==> src/cpsr_pkg.sv <==
// Shared types and constants for the controller port serial reader.
package cpsr_pkg;

    localparam int PAD_W        = 16;
    localparam int IO_W         = 8;
    localparam int BITS_PER_PAD_DEFAULT = 16;

    // I/O port bits that pick pads A/B (1) or C/D (0) on each port
    localparam int IO_SEL_BIT_PORT0 = 6;
    localparam int IO_SEL_BIT_PORT1 = 7;

    // register indexes on the configuration port
    localparam logic CFG_PORT0_DEVICE = 1'b0;
    localparam logic CFG_PORT1_DEVICE = 1'b1;

    // device codes; code 3 reads as no device
    typedef enum logic [1:0] {
        DEV_NONE     = 2'd0,
        DEV_JOYPAD   = 2'd1,
        DEV_MULTITAP = 2'd2
    } dev_t;

    // result codes that do not come from button bits
    localparam logic [1:0] RES_ZERO        = 2'd0;
    localparam logic [1:0] RES_JOY_DONE    = 2'd1;
    localparam logic [1:0] RES_TAP_LATCHED = 2'd2;
    localparam logic [1:0] RES_TAP_DONE    = 2'd3;

    typedef struct packed {
        logic              mode;
        logic              port;
        logic              latch_level;
        logic [IO_W-1:0]   io_port_value;
        logic [PAD_W-1:0]  pad_a_buttons;
        logic [PAD_W-1:0]  pad_b_buttons;
        logic [PAD_W-1:0]  pad_c_buttons;
        logic [PAD_W-1:0]  pad_d_buttons;
    } item_t;

endpackage

==> src/cpsr_in_stage.sv <==
// Input register stage of the controller port serial reader.
module cpsr_in_stage
    import cpsr_pkg::*;
(
    input  logic  clk,
    input  logic  rst_n,
    input  logic  in_valid,
    output logic  in_ready,
    input  item_t in_item,
    input  logic  advance,
    output logic  stage_valid,
    output item_t stage_item
);

    logic  valid_reg;
    logic  valid_next;
    item_t item_reg;

    // take a new item when empty or when the held one moves on this cycle
    assign in_ready = !valid_reg || advance;

    always_comb
    begin
        valid_next = valid_reg;
        if (in_ready)
        begin
            valid_next = in_valid;
        end
    end

    always_ff @(posedge clk or negedge rst_n)
    begin
        if (!rst_n)
        begin
            valid_reg <= 1'b0;
        end
        else
        begin
            valid_reg <= valid_next;
        end
    end

    always_ff @(posedge clk)
    begin
        if (in_ready && in_valid)
        begin
            item_reg <= in_item;
        end
    end

    assign stage_valid = valid_reg;
    assign stage_item  = item_reg;

endmodule

==> src/cpsr_core.sv <==
// Device registers, bit counters and read logic for both controller ports.
module cpsr_core
    import cpsr_pkg::*;
#(
    parameter int BITS_PER_PAD = BITS_PER_PAD_DEFAULT
)
(
    input  logic        clk,
    input  logic        rst_n,
    input  logic        cfg_we,
    input  logic        cfg_index,
    input  logic [1:0]  cfg_data,
    input  logic        fire,
    input  item_t       item,
    output logic [1:0]  result
);

    localparam int CNT_W = $clog2(BITS_PER_PAD + 1);
    localparam logic [CNT_W-1:0] CNT_LIMIT = CNT_W'(BITS_PER_PAD);
    localparam logic [CNT_W-1:0] CNT_ONE   = CNT_W'(1);

    logic [1:0]       dev0_reg, dev0_next;
    logic [1:0]       dev1_reg, dev1_next;
    logic [CNT_W-1:0] first_reg  [2];
    logic [CNT_W-1:0] first_next [2];
    logic [CNT_W-1:0] second_reg  [2];
    logic [CNT_W-1:0] second_next [2];

    logic [1:0]       dev;
    logic             sel_ab;
    logic [CNT_W-1:0] idx;
    logic [CNT_W+3:0] idx_wide;
    logic [3:0]       bit_idx;
    logic [PAD_W-1:0] word0;
    logic [PAD_W-1:0] word1;

    assign dev    = item.port ? dev1_reg : dev0_reg;
    assign sel_ab = item.port ? item.io_port_value[IO_SEL_BIT_PORT1]
                              : item.io_port_value[IO_SEL_BIT_PORT0];

    // joypad always runs on the first counter
    assign idx = (dev == DEV_MULTITAP && !sel_ab) ? second_reg[item.port]
                                                   : first_reg[item.port];
    assign idx_wide = {4'd0, idx};
    assign bit_idx  = idx_wide[3:0];
    assign word0    = (dev == DEV_MULTITAP && !sel_ab) ? item.pad_c_buttons
                                                        : item.pad_a_buttons;
    assign word1    = sel_ab ? item.pad_b_buttons : item.pad_d_buttons;

    always_comb
    begin
        dev0_next   = dev0_reg;
        dev1_next   = dev1_reg;
        first_next  = first_reg;
        second_next = second_reg;
        result      = RES_ZERO;

        if (cfg_we)
        begin
            unique case (cfg_index)
                CFG_PORT0_DEVICE:
                begin
                    dev0_next = cfg_data;
                end
                CFG_PORT1_DEVICE:
                begin
                    dev1_next = cfg_data;
                end
            endcase
            first_next[cfg_index]  = '0;
            second_next[cfg_index] = '0;
        end
        else if (fire)
        begin
            if (item.mode)
            begin
                // poll strobe: clear every counter
                first_next[0]  = '0;
                first_next[1]  = '0;
                second_next[0] = '0;
                second_next[1] = '0;
            end
            else
            begin
                unique case (dev)
                    DEV_JOYPAD:
                    begin
                        if (idx >= CNT_LIMIT)
                        begin
                            result = RES_JOY_DONE;
                        end
                        else
                        begin
                            result = {1'b0, word0[bit_idx]};
                            first_next[item.port] = idx + CNT_ONE;
                        end
                    end
                    DEV_MULTITAP:
                    begin
                        if (item.latch_level)
                        begin
                            result = RES_TAP_LATCHED;
                        end
                        else if (idx >= CNT_LIMIT)
                        begin
                            result = RES_TAP_DONE;
                        end
                        else
                        begin
                            result = {word1[bit_idx], word0[bit_idx]};
                            if (sel_ab)
                            begin
                                first_next[item.port] = idx + CNT_ONE;
                            end
                            else
                            begin
                                second_next[item.port] = idx + CNT_ONE;
                            end
                        end
                    end
                    default:
                    begin
                        result = RES_ZERO;
                    end
                endcase
            end
        end
    end

    always_ff @(posedge clk or negedge rst_n)
    begin
        if (!rst_n)
        begin
            dev0_reg      <= DEV_NONE;
            dev1_reg      <= DEV_NONE;
            first_reg[0]  <= '0;
            first_reg[1]  <= '0;
            second_reg[0] <= '0;
            second_reg[1] <= '0;
        end
        else
        begin
            dev0_reg   <= dev0_next;
            dev1_reg   <= dev1_next;
            first_reg  <= first_next;
            second_reg <= second_next;
        end
    end

endmodule

==> src/controller_port_serial_reader.sv <==
// Top level: two serial controller ports with joypad or multitap devices.
//
// Input channel (in_valid/in_ready) carries one item per read access:
// mode 1 is a poll strobe that clears all bit counters and answers 0,
// mode 0 reads one bit position of the selected port, with the button
// words of the four pads and the latch and I/O port levels alongside.
// Output channel (out_valid/out_ready) returns one read_data per item,
// in order.
// Configuration: cfg_we writes cfg_data into the device register picked
// by cfg_index (0 port 0, 1 port 1); each write clears that port's
// counters. Write only while no item is in flight.
// An accepted item waits in the input register while the read logic works
// on it, and moves into the result register, which drives out_valid, when
// there is room there.
// Throughput is one item per cycle while out_ready is high; the counter
// update is a read-modify-write done as each item advances, so back-to-back items see each other's counts.
// When out_ready is low the result register holds, the input register
// fills behind it, and in_ready drops once both are full.
// Reset clears both stages, sets both devices to none and zeroes all
// counters.
module controller_port_serial_reader
    import cpsr_pkg::*;
#(
    parameter int BITS_PER_PAD = BITS_PER_PAD_DEFAULT
)
(
    input  logic              clk,
    input  logic              rst_n,
    input  logic              cfg_we,
    input  logic              cfg_index,
    input  logic [1:0]        cfg_data,
    input  logic              in_valid,
    output logic              in_ready,
    input  logic              mode,
    input  logic              port,
    input  logic              latch_level,
    input  logic [IO_W-1:0]   io_port_value,
    input  logic [PAD_W-1:0]  pad_a_buttons,
    input  logic [PAD_W-1:0]  pad_b_buttons,
    input  logic [PAD_W-1:0]  pad_c_buttons,
    input  logic [PAD_W-1:0]  pad_d_buttons,
    output logic              out_valid,
    input  logic              out_ready,
    output logic [1:0]        read_data
);

    item_t      in_item;
    item_t      stage_item;
    logic       stage_valid;
    logic       advance;
    logic [1:0] result;

    logic       out_valid_reg, out_valid_next;
    logic [1:0] read_data_reg;

    assign in_item = '{
        mode:          mode,
        port:          port,
        latch_level:   latch_level,
        io_port_value: io_port_value,
        pad_a_buttons: pad_a_buttons,
        pad_b_buttons: pad_b_buttons,
        pad_c_buttons: pad_c_buttons,
        pad_d_buttons: pad_d_buttons
    };

    // move the held item into the result register when there is room
    assign advance = stage_valid && (!out_valid_reg || out_ready);

    cpsr_in_stage u_in_stage (
        .clk         (clk),
        .rst_n       (rst_n),
        .in_valid    (in_valid),
        .in_ready    (in_ready),
        .in_item     (in_item),
        .advance     (advance),
        .stage_valid (stage_valid),
        .stage_item  (stage_item)
    );

    cpsr_core #(
        .BITS_PER_PAD (BITS_PER_PAD)
    ) u_core (
        .clk       (clk),
        .rst_n     (rst_n),
        .cfg_we    (cfg_we),
        .cfg_index (cfg_index),
        .cfg_data  (cfg_data),
        .fire      (advance),
        .item      (stage_item),
        .result    (result)
    );

    always_comb
    begin
        out_valid_next = out_valid_reg;
        if (advance)
        begin
            out_valid_next = 1'b1;
        end
        else if (out_ready)
        begin
            out_valid_next = 1'b0;
        end
    end

    always_ff @(posedge clk or negedge rst_n)
    begin
        if (!rst_n)
        begin
            out_valid_reg <= 1'b0;
        end
        else
        begin
            out_valid_reg <= out_valid_next;
        end
    end

    always_ff @(posedge clk)
    begin
        if (advance)
        begin
            read_data_reg <= result;
        end
    end

    assign out_valid = out_valid_reg;
    assign read_data = read_data_reg;

endmodule
==> config.mk <==
export PLATFORM = sky130hd
export DESIGN_NAME = controller_port_serial_reader
export DESIGN_NICKNAME = d
export VERILOG_FILES = /design/src/cpsr_pkg.sv /design/src/cpsr_in_stage.sv /design/src/cpsr_core.sv /design/src/controller_port_serial_reader.sv
export SDC_FILE = /design/constraint.sdc
export NUM_CORES = 1
export LEC_CHECK = 0
export ABC_AREA = 1
export BUFFER_PORTS_ARGS = -buffer_cell sky130_fd_sc_hd__buf_4
export CORE_MARGIN = 5
export CORE_UTILIZATION = 52
export CTS_CLUSTER_DIAMETER = 50
export DETAILED_ROUTE_END_ITERATION = 16
export PLACE_DENSITY_LB_ADDON = 0.05
export SLEW_MARGIN = 5
export SYNTH_ARGS = -nofsm -noshare
export SYNTH_HDL_FRONTEND = slang
export SYNTH_SLANG_ARGS = --single-unit
==> constraint.sdc <==
create_clock -name clk -period 7.7 [get_ports clk]
set_input_delay 0 -clock clk [delete_from_list [all_inputs] [get_ports clk]]
set_output_delay 0 -clock clk [all_outputs]
set_load 0.03 [all_outputs]
==> results.ini <==
[logic_synthesis]
synth_area_um2 = 4537
synth_most_common_cell = nand2_1
syn_nets = 550
ys_seq_area_share_pct = 61.33
async_flop_share_pct = 26.80
yosysTopAreaCell = edfxtp_1
ys_dominant_reg_cell = edfxtp_1
syn_avg_cell_area_um2 = 9.778
synth.area.top_cells = edfxtp_1 47%, dfrtp_1 14%, nand2_1 14%
synth_warnings = 0
synth_edf_count = 71
netlist_top_cells_count = 165 x nand2_1, 71 x edfxtp_1, 56 x nand3_1
synthDistinctLibCells = 32
synthCells = 464
ys_seq_elements = 97
synth_top_area_share_pct = 46.99

[place]
gp_congestion = 0.8201
port_buffers = 80
post-dp-hpwl_um = 6844
placed_cells = 640

[job]
maxCapViolations = 0

[drt]
ant_nets = 0
vias = 3678
wl_met2_um = 5617
wl_met1_um = 4654
drc = 0
route.met3.wl_um = 578
vias_per_cell = 5.018
drt_first_pass_iters = 4
top_layer_used = met4
drtIter0Drc = 206
drt_wl_total_um = 10940
routedWlPerCell_um = 14.93

[floorplanning]
fp-row-count = 34
initial_core_util_pct = 52.80
dieArea_um2 = 10690
die_x_um = 103.4
fp.coreArea_um2 = 8593
ios = 87
fp.dieH_um = 103.4

[sta]
fin_crit_ns = 4.237
setup_viol = 0
fmax_ghz = 0.2360
holdWs_ns = 0.01340
period_share_pct = 55.02
finalHoldViolCount = 0
worst_pin_slew_ns = 0.9015
rsz0062_at_grt = no
final.setup_skew_ns = 0.005003
final-max-slew-violation-count = 0
setup_tns_ns = 0
relSlewSlack_pct = 39.90

[cells_and_area]
fin_util_pct = 71.58
largest_reg_flops = 69
diodes = 0
register_area_um2 = 2783
nFillCells = 630
layout.nets = 706
syn_to_final_growth_pct = 35.58
drive_above_1_share_pct = 18.72
finalNonFillerCells = 733
multi_input_area_um2 = 1448

[cts]
clock_sinks = 97
cts_made_buffers = 9
postCtsSetupBuffers = 0
clock_latency_ns = 0.36
path_clk_slew_ns = 0.10
clock_path_buffers = 2
clock_tree.root_cell = clkbuf_8
h-tree-depth = 3
cts_tree = yes

[setup_path]
critPathKind = register to register
endpoint_kind = register
crit_arrival_ns = 4.52
crit_fanout = 25
cp-start-kind = register
required_ns = 7.99

[hold_path]
hp-class = primary input to register

[global_route]
globalRoute.totalOverflow = 0
grt_max_degree = 70
grt_pass1_vias = 3665
grt_antenna_before_repair = 0
track_usage_pct = 21.39
grt_first_pass_wirelength_um = 17480

[outcome]
outcome = finished, final reports clean

[power_and_ir_drop]
power_density_nw_per_um2 = 198.2
vdd_ir_drop_max_mv = 0.1259
p_leak_uw = 0.002791

critical path: stages (launching register included):
cell      delay [ns]
edfxtp_1        0.90
inv_4           0.20
or2_2           0.33
o21ai_0         0.13
ha_1            0.65
nand3_4         0.41
nand2_1         0.25
nand2_1         0.30
ha_1            0.34
nand3_1         0.11
xor2_1          0.29
nand2_1         0.10
o21ai_1         0.13
layout by cell type, fill, tap and decap left out, types with 9 or more instances in the layout:
cell type,count
inv_1,50
dlygate4sd3_1,77
nand2_1,165
edfxtp_1,71
buf_4,81
nor2_1,18
nand3_1,56
o21ai_0,14
clkbuf_8,9
dfrtp_1,26
power breakdown:
group	switching (uW)	total [uW]	leakage, uW	internal [uW]
registers	17.8	627	0.00104	609
clock network	185	338	0.0000954	153
logic	148	254	0.00166	106
total	351	1220	0.00279	868
final timing paths:
check | startpoint | end | slack, ns | depth (start not counted)
worst min register to register | u_core.first_reg[0]$_DFFE_PN0P_ | u_core.first_reg[0]$_DFFE_PN0P_ | 0.48 | 2
worst min-delay path | cfg_we | u_core.dev1_reg[0]$_DFFE_PN0P_ | 0.01 | 3
max in group asynchronous | rst_n | u_in_stage.stage_valid$_DFFE_PN0N_ | 7.35 | 2
worst max register to register | u_in_stage.stage_item[73]$_DFFE_PP_ | u_core.second_reg[9]$_DFFE_PN0P_ | 3.46 | 12
min in group asynchronous | rst_n | u_core.first_reg[7]$_DFFE_PN0P_ | 0.09 | 2
worst max-delay path | u_in_stage.stage_item[73]$_DFFE_PP_ | u_core.second_reg[9]$_DFFE_PN0P_ | 3.46 | 12
metrics by stage:
stage                     cell area, um2  setup slack [ns]  power [uW]
after CTS                           6151             3.471        1223
after global placement              5179             3.555       853.7
final                               6151             3.463        1219
after global routing                6151             3.081        1276
after detailed placement            5179             3.509       858.1
after floorplan                     4537             4.957       784.5
cell type report:
class                      instances  area share (%)
sequential                        97           45.24
clock buffer                       9           2.014
clock inverter                     7           1.261
tap                              108           2.197
multi-input combinational        300           23.54
timing repair buffer             158           22.42
inverter                          54           3.336
repair_timing:
action                                 CTS  global route
hold buffers                            77             0
resized for setup                        0             0
endpoints found under the hold margin  101             0
setup endpoints to repair                0             0
cells by family after synthesis:
kind of cell,Yosys count,synth area share [%]
fa+ha+maj,3,0.8274
buf+inv,67,6.756
simple gates,258,24.71
flops,97,61.33
xor+xnor,3,0.5793
compound gates,34,5.350
mux,2,0.4413
routing by layer:
metal	up-vias	GRT usage, %
met5	-	0
met4	0	6.673
met3	9	3.890
met2	100	37.01
met1	1729	27.32
li1	1840	-
Power figures use the tool's default switching activity.
